File: src/design/rwcp_pkg.sv
// ----------------------------------------------------------------------------
// RIFF/WAVE chunk parser package
// Types, phase codes, status codes and tag constants shared by the parser.
// ----------------------------------------------------------------------------
package rwcp_pkg;

    typedef enum logic [3:0] {
        PH_RIFF_ID    = 4'd0,
        PH_RIFF_SIZE  = 4'd1,
        PH_WAVE_ID    = 4'd2,
        PH_CK_ID      = 4'd3,
        PH_SIZE_FMT   = 4'd4,
        PH_SIZE_DATA  = 4'd5,
        PH_SIZE_OTHER = 4'd6,
        PH_FMT        = 4'd7,
        PH_DATA       = 4'd8,
        PH_SKIP       = 4'd9,
        PH_PAD        = 4'd10,
        PH_DONE_OK    = 4'd11,
        PH_DONE_BAD   = 4'd12
    } phase_t;

    localparam logic [1:0] ST_PARSING   = 2'd0;
    localparam logic [1:0] ST_OK        = 2'd1;
    localparam logic [1:0] ST_BAD_HDR   = 2'd2;
    localparam logic [1:0] ST_EARLY_END = 2'd3;

    localparam logic [31:0] TAG_RIFF = 32'h4646_4952;
    localparam logic [31:0] TAG_WAVE = 32'h4556_4157;
    localparam logic [31:0] TAG_FMT  = 32'h2074_6D66;
    localparam logic [31:0] TAG_DATA = 32'h6174_6164;

    localparam logic [15:0] FMT_EXTENSIBLE = 16'hFFFE;
    localparam logic [15:0] FMT_PCM        = 16'h0001;

    localparam int FMT_KEEP = 16;
    localparam int FMT_AW   = 4;
    localparam logic [4:0] FMT_KEEP_CNT = 5'd16;
    localparam logic [4:0] WORD_LAST_CNT = 5'd3;

    typedef struct packed {
        logic              clear;
        logic              rearm;
        logic              wr_en;
        logic [FMT_AW-1:0] wr_addr;
        logic [7:0]        wr_data;
    } store_ctl_t;

    typedef struct packed {
        logic [15:0] bits_per_sample;
        logic [15:0] block_align;
        logic [31:0] byte_rate;
        logic [31:0] sample_rate;
        logic [15:0] channels;
        logic [15:0] format_tag;
    } fmt_fields_t;

    typedef struct packed {
        logic       result;
        logic [7:0] data_byte;
        logic       data_valid;
        logic       data_last;
        logic [1:0] status;
    } step_out_t;

endpackage

File: src/design/riff_wave_chunk_parser.sv
// ----------------------------------------------------------------------------
// RIFF/WAVE chunk parser
// Parses a WAV byte stream, passes out data chunk bytes and reports status.
// ----------------------------------------------------------------------------
// The s_ channel carries the file one byte per item; s_tlast marks the final
// byte of a file and rearms the parser for the next file. The m_ channel
// carries at most one item per input byte: a data chunk byte, a verdict
// (success, bad header, early end), or both, always with the format fields
// as captured so far. Bytes that bring neither give no m_ item.
// From s_ acceptance to m_tvalid a byte passes one input register, then one
// parse step into the result register. Throughput is one byte per cycle
// while m_tready keeps up, set by the parse step over the phase and size
// registers. When m_tready is low with a result waiting, the parse step
// holds and s_tready drops once the input register is full.
// Reset (aresetn low at a clock edge) empties both registers, returns the
// parser to the RIFF id phase and zeroes the format store.
// ----------------------------------------------------------------------------
module riff_wave_chunk_parser (
    input  logic         aclk,
    input  logic         aresetn,
    input  logic         s_tvalid,
    output logic         s_tready,
    input  logic [7:0]   s_tdata,   // [7:0] byte_value
    input  logic         s_tlast,   // file_last
    output logic         m_tvalid,
    input  logic         m_tready,
    output logic [135:0] m_tdata,   // data_byte, format_tag, channels, sample_rate,
                                    // byte_rate, block_align, bits_per_sample
    output logic [2:0]   m_tuser,   // data_valid, status[1:0]
    output logic         m_tlast    // data_last
);
    import rwcp_pkg::*;

    logic        item_valid;
    logic [7:0]  item_byte;
    logic        item_last;
    logic        step;

    store_ctl_t  store_ctl;
    step_out_t   step_out;
    fmt_fields_t fields;

    logic         out_valid_reg;
    logic [135:0] out_data_reg;
    logic [2:0]   out_user_reg;
    logic         out_last_reg;

    assign step = item_valid && (!out_valid_reg || m_tready);

    rwcp_in_stage u_in_stage (
        .aclk       (aclk),
        .aresetn    (aresetn),
        .s_tvalid   (s_tvalid),
        .s_tready   (s_tready),
        .s_tdata    (s_tdata),
        .s_tlast    (s_tlast),
        .take       (step),
        .item_valid (item_valid),
        .item_byte  (item_byte),
        .item_last  (item_last)
    );

    rwcp_parser u_parser (
        .aclk      (aclk),
        .aresetn   (aresetn),
        .step      (step),
        .in_byte   (item_byte),
        .in_last   (item_last),
        .store_ctl (store_ctl),
        .step_out  (step_out)
    );

    rwcp_fmt_store u_fmt_store (
        .aclk      (aclk),
        .aresetn   (aresetn),
        .step      (step),
        .store_ctl (store_ctl),
        .fields    (fields)
    );

    always_ff @(posedge aclk) begin
        if (!aresetn) begin
            out_valid_reg <= 1'b0;
        end else if (!out_valid_reg || m_tready) begin
            out_valid_reg <= step && step_out.result;
        end
    end

    always_ff @(posedge aclk) begin
        if (step && step_out.result) begin
            out_data_reg <= {fields.bits_per_sample, fields.block_align,
                             fields.byte_rate, fields.sample_rate,
                             fields.channels, fields.format_tag,
                             step_out.data_byte};
            out_user_reg <= {step_out.status, step_out.data_valid};
            out_last_reg <= step_out.data_last;
        end
    end

    assign m_tvalid = out_valid_reg;
    assign m_tdata  = out_data_reg;
    assign m_tuser  = out_user_reg;
    assign m_tlast  = out_last_reg;

endmodule

File: src/design/rwcp_in_stage.sv
// ----------------------------------------------------------------------------
// RIFF/WAVE chunk parser input register
// Holds one file byte and its last flag until the parser takes it.
// ----------------------------------------------------------------------------
module rwcp_in_stage (
    input  logic       aclk,
    input  logic       aresetn,
    input  logic       s_tvalid,
    output logic       s_tready,
    input  logic [7:0] s_tdata,   // [7:0] byte_value
    input  logic       s_tlast,
    input  logic       take,
    output logic       item_valid,
    output logic [7:0] item_byte,
    output logic       item_last
);

    logic       valid_reg;
    logic [7:0] byte_reg;
    logic       last_reg;

    assign s_tready   = !valid_reg || take;
    assign item_valid = valid_reg;
    assign item_byte  = byte_reg;
    assign item_last  = last_reg;

    always_ff @(posedge aclk) begin
        if (!aresetn) begin
            valid_reg <= 1'b0;
        end else if (s_tready) begin
            valid_reg <= s_tvalid;
        end
    end

    always_ff @(posedge aclk) begin
        if (s_tvalid && s_tready) begin
            byte_reg <= s_tdata;
            last_reg <= s_tlast;
        end
    end

endmodule

File: src/design/rwcp_parser.sv
// ----------------------------------------------------------------------------
// RIFF/WAVE chunk parser control
// Walks header tags, chunk ids, sizes and bodies one byte per step.
// ----------------------------------------------------------------------------
module rwcp_parser (
    input  logic                aclk,
    input  logic                aresetn,
    input  logic                step,
    input  logic [7:0]          in_byte,
    input  logic                in_last,
    output rwcp_pkg::store_ctl_t store_ctl,
    output rwcp_pkg::step_out_t  step_out
);
    import rwcp_pkg::*;

    phase_t      phase_reg,     phase_next;
    logic [4:0]  count_reg,     count_next;
    logic [31:0] word_reg,      word_next;
    logic [31:0] left_reg,      left_next;
    logic        odd_reg,       odd_next;
    logic        seen_fmt_reg,  seen_fmt_next;
    logic        seen_data_reg, seen_data_next;

    logic [31:0] word_shifted;
    logic        in_word;
    logic        word_done;
    logic        body_end;
    logic        chunk_end;
    logic [1:0]  verdict;
    logic        dvalid;
    logic        dlast;

    assign word_shifted = {in_byte, word_reg[31:8]};
    assign in_word      = (phase_reg <= PH_SIZE_OTHER);
    assign word_done    = in_word && (count_reg == WORD_LAST_CNT);
    assign body_end     = (left_reg == 32'd1);

    always_comb begin
        phase_next     = phase_reg;
        count_next     = count_reg;
        word_next      = word_reg;
        left_next      = left_reg;
        odd_next       = odd_reg;
        seen_fmt_next  = seen_fmt_reg;
        seen_data_next = seen_data_reg;
        verdict        = ST_PARSING;
        dvalid         = 1'b0;
        dlast          = 1'b0;
        chunk_end      = 1'b0;
        store_ctl      = '0;
        store_ctl.wr_data = in_byte;
        store_ctl.wr_addr = count_reg[FMT_AW-1:0];

        if (in_word) begin
            word_next  = word_shifted;
            count_next = word_done ? 5'd0 : count_reg + 5'd1;
        end

        unique case (phase_reg)
            PH_RIFF_ID: begin
                if (word_done) begin
                    if (word_shifted == TAG_RIFF) begin
                        phase_next = PH_RIFF_SIZE;
                    end else begin
                        phase_next = PH_DONE_BAD;
                        verdict    = ST_BAD_HDR;
                    end
                end
            end
            PH_RIFF_SIZE: begin
                if (word_done) begin
                    phase_next = PH_WAVE_ID;
                end
            end
            PH_WAVE_ID: begin
                if (word_done) begin
                    if (word_shifted == TAG_WAVE) begin
                        phase_next = PH_CK_ID;
                    end else begin
                        phase_next = PH_DONE_BAD;
                        verdict    = ST_BAD_HDR;
                    end
                end
            end
            PH_CK_ID: begin
                if (word_done) begin
                    if (word_shifted == TAG_FMT) begin
                        phase_next = PH_SIZE_FMT;
                    end else if (word_shifted == TAG_DATA) begin
                        phase_next = PH_SIZE_DATA;
                    end else begin
                        phase_next = PH_SIZE_OTHER;
                    end
                end
            end
            PH_SIZE_FMT: begin
                if (word_done) begin
                    left_next       = word_shifted;
                    odd_next        = word_shifted[0];
                    store_ctl.clear = 1'b1;
                    if (word_shifted == 32'd0) begin
                        seen_fmt_next = 1'b1;
                        chunk_end     = 1'b1;
                    end else begin
                        phase_next = PH_FMT;
                    end
                end
            end
            PH_SIZE_DATA: begin
                if (word_done) begin
                    left_next = word_shifted;
                    odd_next  = word_shifted[0];
                    if (word_shifted == 32'd0) begin
                        seen_data_next = 1'b1;
                        chunk_end      = 1'b1;
                    end else begin
                        phase_next = PH_DATA;
                    end
                end
            end
            PH_SIZE_OTHER: begin
                if (word_done) begin
                    left_next = word_shifted;
                    odd_next  = word_shifted[0];
                    if (word_shifted == 32'd0) begin
                        chunk_end = 1'b1;
                    end else begin
                        phase_next = PH_SKIP;
                    end
                end
            end
            PH_FMT: begin
                if (count_reg < FMT_KEEP_CNT) begin
                    store_ctl.wr_en = 1'b1;
                    count_next      = count_reg + 5'd1;
                end
                left_next = left_reg - 32'd1;
                if (body_end) begin
                    seen_fmt_next = 1'b1;
                    chunk_end     = 1'b1;
                end
            end
            PH_DATA: begin
                dvalid    = 1'b1;
                left_next = left_reg - 32'd1;
                if (body_end) begin
                    dlast          = 1'b1;
                    seen_data_next = 1'b1;
                    chunk_end      = 1'b1;
                end
            end
            PH_SKIP: begin
                left_next = left_reg - 32'd1;
                if (body_end) begin
                    chunk_end = 1'b1;
                end
            end
            PH_PAD: begin
                phase_next = PH_CK_ID;
                count_next = 5'd0;
            end
            PH_DONE_OK, PH_DONE_BAD: begin
            end
            default: begin
            end
        endcase

        if (chunk_end) begin
            count_next = 5'd0;
            if (seen_fmt_next && seen_data_next) begin
                phase_next = PH_DONE_OK;
                verdict    = ST_OK;
            end else begin
                phase_next = odd_next ? PH_PAD : PH_CK_ID;
            end
        end

        if (in_last && (verdict == ST_PARSING) && (phase_next != PH_DONE_OK)
                && (phase_next != PH_DONE_BAD)) begin
            verdict = ST_EARLY_END;
        end

        store_ctl.rearm = in_last;

        step_out.result     = dvalid || (verdict != ST_PARSING);
        step_out.data_byte  = dvalid ? in_byte : 8'd0;
        step_out.data_valid = dvalid;
        step_out.data_last  = dlast;
        step_out.status     = verdict;
    end

    always_ff @(posedge aclk) begin
        if (!aresetn) begin
            phase_reg     <= PH_RIFF_ID;
            count_reg     <= '0;
            word_reg      <= '0;
            left_reg      <= '0;
            odd_reg       <= 1'b0;
            seen_fmt_reg  <= 1'b0;
            seen_data_reg <= 1'b0;
        end else if (step) begin
            if (in_last) begin
                phase_reg     <= PH_RIFF_ID;
                count_reg     <= '0;
                word_reg      <= '0;
                left_reg      <= '0;
                odd_reg       <= 1'b0;
                seen_fmt_reg  <= 1'b0;
                seen_data_reg <= 1'b0;
            end else begin
                phase_reg     <= phase_next;
                count_reg     <= count_next;
                word_reg      <= word_next;
                left_reg      <= left_next;
                odd_reg       <= odd_next;
                seen_fmt_reg  <= seen_fmt_next;
                seen_data_reg <= seen_data_next;
            end
        end
    end

endmodule

File: src/design/rwcp_fmt_store.sv
// ----------------------------------------------------------------------------
// RIFF/WAVE chunk parser format store
// Captures the leading bytes of the fmt body and decodes the format fields.
// ----------------------------------------------------------------------------
module rwcp_fmt_store (
    input  logic                  aclk,
    input  logic                  aresetn,
    input  logic                  step,
    input  rwcp_pkg::store_ctl_t  store_ctl,
    output rwcp_pkg::fmt_fields_t fields
);
    import rwcp_pkg::*;

    logic [7:0] mem_reg  [FMT_KEEP];
    logic [7:0] mem_next [FMT_KEEP];
    logic [15:0] tag_raw;

    always_comb begin
        for (int i = 0; i < FMT_KEEP; i++) begin
            if (store_ctl.clear) begin
                mem_next[i] = 8'd0;
            end else if (store_ctl.wr_en && (store_ctl.wr_addr == FMT_AW'(i))) begin
                mem_next[i] = store_ctl.wr_data;
            end else begin
                mem_next[i] = mem_reg[i];
            end
        end
    end

    assign tag_raw = {mem_next[1], mem_next[0]};

    always_comb begin
        fields.format_tag      = (tag_raw == FMT_EXTENSIBLE) ? FMT_PCM : tag_raw;
        fields.channels        = {mem_next[3], mem_next[2]};
        fields.sample_rate     = {mem_next[7], mem_next[6], mem_next[5], mem_next[4]};
        fields.byte_rate       = {mem_next[11], mem_next[10], mem_next[9], mem_next[8]};
        fields.block_align     = {mem_next[13], mem_next[12]};
        fields.bits_per_sample = {mem_next[15], mem_next[14]};
    end

    always_ff @(posedge aclk) begin
        for (int i = 0; i < FMT_KEEP; i++) begin
            if (!aresetn) begin
                mem_reg[i] <= 8'd0;
            end else if (step) begin
                mem_reg[i] <= store_ctl.rearm ? 8'd0 : mem_next[i];
            end
        end
    end

endmodule

File: config.mk
export PLATFORM = sky130hd
export DESIGN_NAME = riff_wave_chunk_parser
export DESIGN_NICKNAME = d
export VERILOG_FILES = /design/src/design/rwcp_pkg.sv /design/src/design/riff_wave_chunk_parser.sv /design/src/design/rwcp_in_stage.sv /design/src/design/rwcp_parser.sv /design/src/design/rwcp_fmt_store.sv
export SDC_FILE = /design/constraint.sdc
export NUM_CORES = 1
export LEC_CHECK = 0
export BUFFER_PORTS_ARGS = -buffer_cell sky130_fd_sc_hd__buf_2
export CAP_MARGIN = 20
export CORE_MARGIN = 3
export CORE_UTILIZATION = 30
export DETAILED_ROUTE_END_ITERATION = 8
export GPL_TIMING_DRIVEN = 0
export REMOVE_ABC_BUFFERS = 1
export SLEW_MARGIN = 10
export SYNTH_ARGS = -nofsm -noshare
export SYNTH_HDL_FRONTEND = slang
export SYNTH_SLANG_ARGS = --single-unit
File: constraint.sdc
create_clock -name aclk -period 9.9 [get_ports aclk]
set_clock_uncertainty 0.2 [all_clocks]
set_input_delay 0 -clock aclk [delete_from_list [all_inputs] [get_ports aclk]]
set_output_delay 0 -clock aclk [all_outputs]
set_load 0.01 [all_outputs]
# [Word-level counts from Yosys, hierarchy flattened]
# Memory sizes are Yosys's and may differ from the RTL's.
# Cells that the tools add are included.
[word_totals] reg_bits=227 latch_bits=0 ramBits=128 mem_bits_ro=0 inputBits=13 out_inout_bits=142 wordCells=240 n_memories=1
[memory_table] memory="u_fmt_store.mem_reg" depth=16 word_bits=8 rd=16 rd_ports_with_merged_regs=0 write_ports=16 line_no="rwcp_fmt_store.sv:14" source="logic [7:0] mem_reg [FMT_KEEP];"
[op_classes] n_addsub=2 multipliers=0 div=0 order_cmp=2 n_eq_ne=35 n_shift=0 mux=128 bitwise_logic=16 reduce_logical=40
[op_table] op="2-to-1 mux 8 bit" n=64
[op_table] op="2-to-1 mux 32 bit" n=4
[op_table] op="== test 32 x 31 -> 1 bit, second input constant" n=3
[op_table] op="2-to-1 mux 4 bit" n=17
[op_table] op="one-hot mux 32 bit (2 select lines)" n=1
[op_table] op="== test 4 bit, second input constant" n=11
[op_table] op="== test 32 x 1 -> 1 bit, second input constant" n=1
[op_table] op="== test 32 x 30 -> 1 bit, second input constant" n=1
[op_table] op="== test 4 x 3 -> 1 bit, second input constant" n=8
[op_table] op="logical NOT 32 bit" n=1
[op_table] op="one-hot mux 4 bit (8 select lines)" n=1
[op_table] op="subtractor 32 x 1 -> 32 bit, second input constant" n=1
[op_table] op="2-to-1 mux 5 bit" n=5
[op_table] op="logical AND 1 bit" n=24
[op_table] op="2-to-1 mux 1 bit" n=23
[op_table] op="== test 16 bit, second input constant" n=1
[op_table] op="== test 4 x 2 -> 1 bit, second input constant" n=4
[op_table] op="2-to-1 mux 2 bit" n=8
[op_table] op="bitwise OR 1 bit" n=16
[op_table] op="one-hot mux 5 bit (2 select lines)" n=1
[op_table] op="== test 4 x 1 -> 1 bit, second input constant" n=2
[op_table] op="logical NOT 4 bit" n=2
[op_table] op="!= test 4 bit, second input constant" n=2
[op_table] op="one-hot mux 1 bit (2 select lines)" n=3
[op_table] op="other kinds (14)" n=19

# [Logic depth before layout (Yosys ltp)]
[logic_depth] word_depth=15 mapped_depth=12 mapped_depth_nobuf=10

# [Cells and area by module]
# Synthesis repeated with hierarchy kept, for this count alone.
[hier_totals] hier_cells=1500 area_unflattened_um2=16766.1
[modules_own_cells] mod="rwcp_fmt_store" n_inst=1 cells_per_inst=732 area_per_inst_um2=7598.5 seq_area_each_um2=3843.7
[modules_own_cells] mod="rwcp_parser" n_inst=1 cells_per_inst=608 area_per_inst_um2=4561.9 seq_area_each_um2=1361.3
[modules_own_cells] mod="riff_wave_chunk_parser" n_inst=1 cells_per_inst=146 area_per_inst_um2=4277.9 seq_area_each_um2=4224.1
[modules_own_cells] mod="rwcp_in_stage" n_inst=1 cells_per_inst=14 area_per_inst_um2=327.8 seq_area_each_um2=290.3

# [Worst setup path before layout]
# Ideal clock, no wire load.
[synth_timing] path_type="flip-flop to flip-flop" start="reg u_parser.count_reg[0]" end="reg out_data_reg[0] (netlist: m_tdata[0]), enable pin" setup_time_ns=0.686 t_arrival_ns=9.154 required_time_ns=9.014 slack_ns=-0.140 stages_incl_launch_ff=9 n_path_buf=1 synth_period_minus_slack_ns=10.040 cell_sequence="dfxtp_1 ha_1 or4b_2 clkbuf_1 or3_2 o2111ai_1 or4_4 nand3_2 a21oi_1"
[synth_between] elab_chain_len=15 word_cells_on_any_way=37 classes_between="eq/ne: 3; mux: 25; reduce/logical: 9"
[synth_rtl] item="from (decl)" line_no="rwcp_parser.sv:17" source="logic [4:0] count_reg, count_next;"
[synth_rtl] item="from (signal assigned)" line_no="rwcp_parser.sv:212" source="count_reg <= count_next;"
[synth_rtl] item="== test 5 x 2 -> 1 bit (*)" line_no="rwcp_parser.sv:35" source="assign word_done = in_word && (count_reg == WORD_LAST_CNT);"
[synth_rtl] item="logical AND 1 bit (*)" line_no="rwcp_parser.sv:35"
[synth_rtl] item="2-to-1 mux 1 bit, on equally long branches" line_no="rwcp_parser.sv:97, rwcp_parser.sv:110"
[synth_rtl] item="one-hot mux 1 bit (2 select lines)" line_no="rwcp_parser.sv:59" source="unique case (phase_reg)"
[synth_rtl] item="logical AND 1 bit" line_no="rwcp_parser.sv:170" source="if (seen_fmt_next && seen_data_next) begin"
[synth_rtl] item="2-to-1 mux 2 bit" line_no="rwcp_parser.sv:170"
[synth_rtl] item="2-to-1 mux 2 bit" line_no="rwcp_parser.sv:168" source="if (chunk_end) begin"
[synth_rtl] item="logical NOT 2 bit" line_no="rwcp_parser.sv:178" source="if (in_last && (verdict == ST_PARSING) && (phase_next != PH_DONE_OK)"
[synth_rtl] item="logical AND 1 bit (2 in series)" line_no="rwcp_parser.sv:178"
[synth_rtl] item="logical AND 1 bit" line_no="rwcp_parser.sv:179" source="&& (phase_next != PH_DONE_BAD)) begin"
[synth_rtl] item="2-to-1 mux 2 bit (*)" line_no="rwcp_parser.sv:178"
[synth_rtl] item="nonzero test 2 bit (*)" line_no="rwcp_parser.sv:185" source="step_out.result = dvalid || (verdict != ST_PARSING);"
[synth_rtl] item="logical OR 1 bit (*)" line_no="rwcp_parser.sv:185"
[synth_rtl] item="logical AND 1 bit (*)" line_no="riff_wave_chunk_parser.sv:90" source="if (step && step_out.result) begin"
[synth_rtl] item="to (signal assigned)" line_no="riff_wave_chunk_parser.sv:91" source="out_data_reg <= {fields.bits_per_sample, fields.block_align,"
[synth_rtl] item="to (decl)" line_no="riff_wave_chunk_parser.sv:44" source="logic [135:0] out_data_reg;"
# Every way passes the cells marked *; elsewhere a longest branch is shown, timed or not.
# A chain may end at the register's enable or synchronous reset.

# [Worst setup path in the final report]
[layout_timing] start="reg u_in_stage.byte_reg[1] (netlist: u_in_stage.item_byte[1])" end="reg out_data_reg[50] (netlist: m_tdata[50]), enable pin"
[layout_between] elab_chain_len=15 word_cells_on_any_way=48 classes_between="eq/ne: 6; mux: 33; reduce/logical: 9"
[layout_rtl] item="from (decl)" line_no="rwcp_in_stage.sv:19" source="logic [7:0] byte_reg;"
[layout_rtl] item="from (signal assigned)" line_no="rwcp_in_stage.sv:37" source="byte_reg <= s_tdata;"
[layout_rtl] item="branches (longest 11 deep; another with == test 32 x 31 -> 1 bit)"
[layout_rtl] item="2-to-1 mux 2 bit (*)" line_no="rwcp_parser.sv:178"
[layout_rtl] item="nonzero test 2 bit (*)" line_no="rwcp_parser.sv:185"
[layout_rtl] item="logical OR 1 bit (*)" line_no="rwcp_parser.sv:185"
[layout_rtl] item="logical AND 1 bit (*)" line_no="riff_wave_chunk_parser.sv:90"
# Every way passes the cells marked *.

==> results.cfg <==
[final_layout]
areaGrowthSynthToFinish_pct = 20.3
largest_reg_flops = 136
fillers = 5086
fin_area_um2 = 19100
fin_util_pct = 36.8
final_cell_mix = 277 x edfxtp_1, 196 x nor2_1, 154 x buf_2
drive_gt1_share_pct = 17.2
nets = 1546
layout_commonest_cell = edfxtp_1
insertedDiodeCount = 0

[yosys]
synthFlopType = edfxtp_1
ys_seq_area_share_pct = 61.3
synth_cells = 1389
yosys.area.top_type_share_pct = 52.5
synth_area_um2 = 15800
yosysWarnings = 0
synthTopCellsByArea = edfxtp_1 52%, dfxtp_1 8.8%, mux2i_1 7.8%, nor2_1 4.7%, nor3_1 4.4%
yosysTopAreaCell = edfxtp_1
ys_ff_latch = 347
synth_edf_count = 277
synth_area_per_cell_um2 = 11.4
synthArstFlopShare_pct = 0
synth_cell_type_count = 75

[die]
die_width_um = 236
die_h_um = 236
rows = 83
die_area_um2 = 55600
io_pins = 155
start_util_pct = 30.6
coreArea_um2 = 51800

[grt]
grt_pass1_vias = 11200
grt_pass1_wl_mm = 65.0
grtUsageTotal_pct = 14.5
overflow = 0
grt_max_degree = 78
antenna_found_initial = 1

[sta]
slew_violations = 0
maxSlewHeadroom_pct = 29.3
setup_tns_ps = 0
rsz0062_at_grt = no
layout_setup_ws_ps = 5310
fmax_mhz = 218
hold_viol = 0
setup_viol = 0
period_share_pct = 46.3
period_minus_slack_ps = 4590
worst_pin_slew_ps = 1060

[clock_tree]
clkSinkCount = 347
cts_buffers = 37
cts_repair_resize_count = 0
post_cts_buffers = 0
clk_pin_slew_worst_paths_ps = 60
clock_latency_ps = 530
cts_tree = built
clockRootBuffer = clkbuf_16
h-tree-depth = 2
clockBufferDepth = 3

[detailed_routing]
wl_mm = 41.3
routedWlPerCell_um = 18.5
firstDrtPassIters = 5
drc = 0
drt-vias-per-instance = 5.12
drtAntennaViolNets = 0
drtIter0Drc = 1007
vias = 11400

[setup_path]
timing.rr.start = u_in_stage.item_byte[1]$_DFFE_PP_
worstPathArrival_ps = 4610
crit_path_start_kind = flip-flop
critical_path_class = reg -> reg
r2r_cells = 12
crit_path_end_kind = flip-flop
critPathRequiredTime_ps = 9920
r2r_setup_slack_ps = 5310
r2r_end = m_tdata[50]$_DFFE_PP_
crit_fanout = 28

[power]
p_sw_w = 0.000736
power.internal_w = 0.00249
leakage_nw = 6.75
swShare_pct = 22.8
ir_drop_v = 0.000112
p_comb_share_pct = 6.3
p_per_area_nw_per_um2 = 169
power_frac_clock_pct = 42.0
seqPwrFrac_pct = 51.7

[min_path]
holdPathStages = 2
hp-class = in -> reg
min_to = u_in_stage.item_byte[5]$_DFFE_PP_
min_from = s_tdata[5]

[run]
cap_violations = 0

[place]
placed_area_um2 = 17600
hpwl_mm = 27.5
port_buffers = 154
pre_cts_slack_ps = 5270
routabilityCongestion = 0.870

[outcome]
outcome = complete, no violations
per-stage QoR:
| step | hold slack (ps) | std cells | power (W) |
|---|---|---|---|
| global route | 27.9 | 2234 | 0.00335 |
| CTS | 20.2 | 2234 | 0.00326 |
| floorplan | -101 | 1282 | 0.00181 |
| finish | 20.5 | 2234 | 0.00323 |
| global placement | -18.2 | 2116 | 0.00189 |
| detailed placement | -21.9 | 2144 | 0.00190 |
logic make-up (layout without fill, tap and decap cells):
group	Yosys count	in the layout	share of synthesized area, %
buffers and inverters	118	283	3.19
AND/OR/NAND/NOR	597	597	19.2
AO/OA/AOI/OAI	190	190	7.58
flip-flops	347	347	61.3
multiplexers	124	124	7.83
XOR/XNOR	6	6	0.332
adder cells (fa/ha/maj)	7	7	0.537
worst max-delay path by stage:
stage	start	end	slack, ps	cells past startpoint
3_3_place_gp	u_parser.count_reg[0]$_SDFFE_PN0P_	m_tdata[37]$_DFFE_PP_	-15230	10
3_5_place_dp	u_in_stage.item_byte[6]$_DFFE_PP_	m_tdata[37]$_DFFE_PP_	5270	11
6_report	u_in_stage.item_byte[1]$_DFFE_PP_	m_tdata[50]$_DFFE_PP_	5310	12
5_1_grt	u_in_stage.item_byte[1]$_DFFE_PP_	m_tdata[50]$_DFFE_PP_	5000	12
4_1_cts	u_in_stage.item_byte[6]$_DFFE_PP_	m_tdata[49]$_DFFE_PP_	5270	11
2_1_floorplan	u_parser.count_reg[0]$_SDFFE_PN0P_	m_tdata[0]$_SDFFCE_PN0P_	-7620	10
repair_timing:
item                                    4_1_cts  5_1_grt
hold endpoints to repair                     65        0
endpoints found under the setup margin        0        0
hold buffers                                 24        0
worst max-delay path: stages (launching register included):
cell and delay, ps:
edfxtp_1 730, buf_16 310, nor4b_1 330, and4_1 330
mux2i_1 100, o21ai_0 490, nand4_1 220, o21ai_1 150
nand4b_1 190, nand3_2 130, a21oi_4 580, buf_12 270
buf_12 210
routing by layer:
layer	global-route usage [%]	routed length, um
met4	4.78	1120
met3	2.15	2330
met1	20.6	18900
met5	0	0
met2	22.6	19000
power groups by stage:
stage	combinational, W	sequential, W	clock, W
after detailed placement	0.000199	0.00170	0
after floorplan	0.0000937	0.00171	0
final	0.000204	0.00167	0.00136
after global placement	0.000162	0.00173	0
after CTS	0.000206	0.00167	0.00139
after global routing	0.000225	0.00167	0.00145
Yosys cell counts, drive strengths merged (4+ instances only):
cell type,number
or3,6
nand2,71
a21oi,54
and3,7
or4,6
clkbuf,92
nor2b,46
and2,22
a21boi,5
dfxtp,70
a211oi,4
o21ai,57
nor3b,28
nor4,16
o41ai,4
nand2b,9
a31oi,9
ha,6
nand3,10
edfxtp,277
inv,11
a22o,5
nor3,140
a22oi,18
o31ai,10
nand4,12
mux2i,124
buf,14
nand4b,5
nor2,200
xnor2,5
area by class of cell:
cell class	count	area [um^2]	area share, %
Clock inverter	19	160	0.840
Tap cell	680	851	4.46
Multi-Input combinational cell	924	5690	29.8
Inverter	11	46.3	0.243
Clock buffer	47	1020	5.33
Timing Repair Buffer	206	1580	8.30
Sequential cell	347	9720	51.0
(Power assumes the default switching activity.)
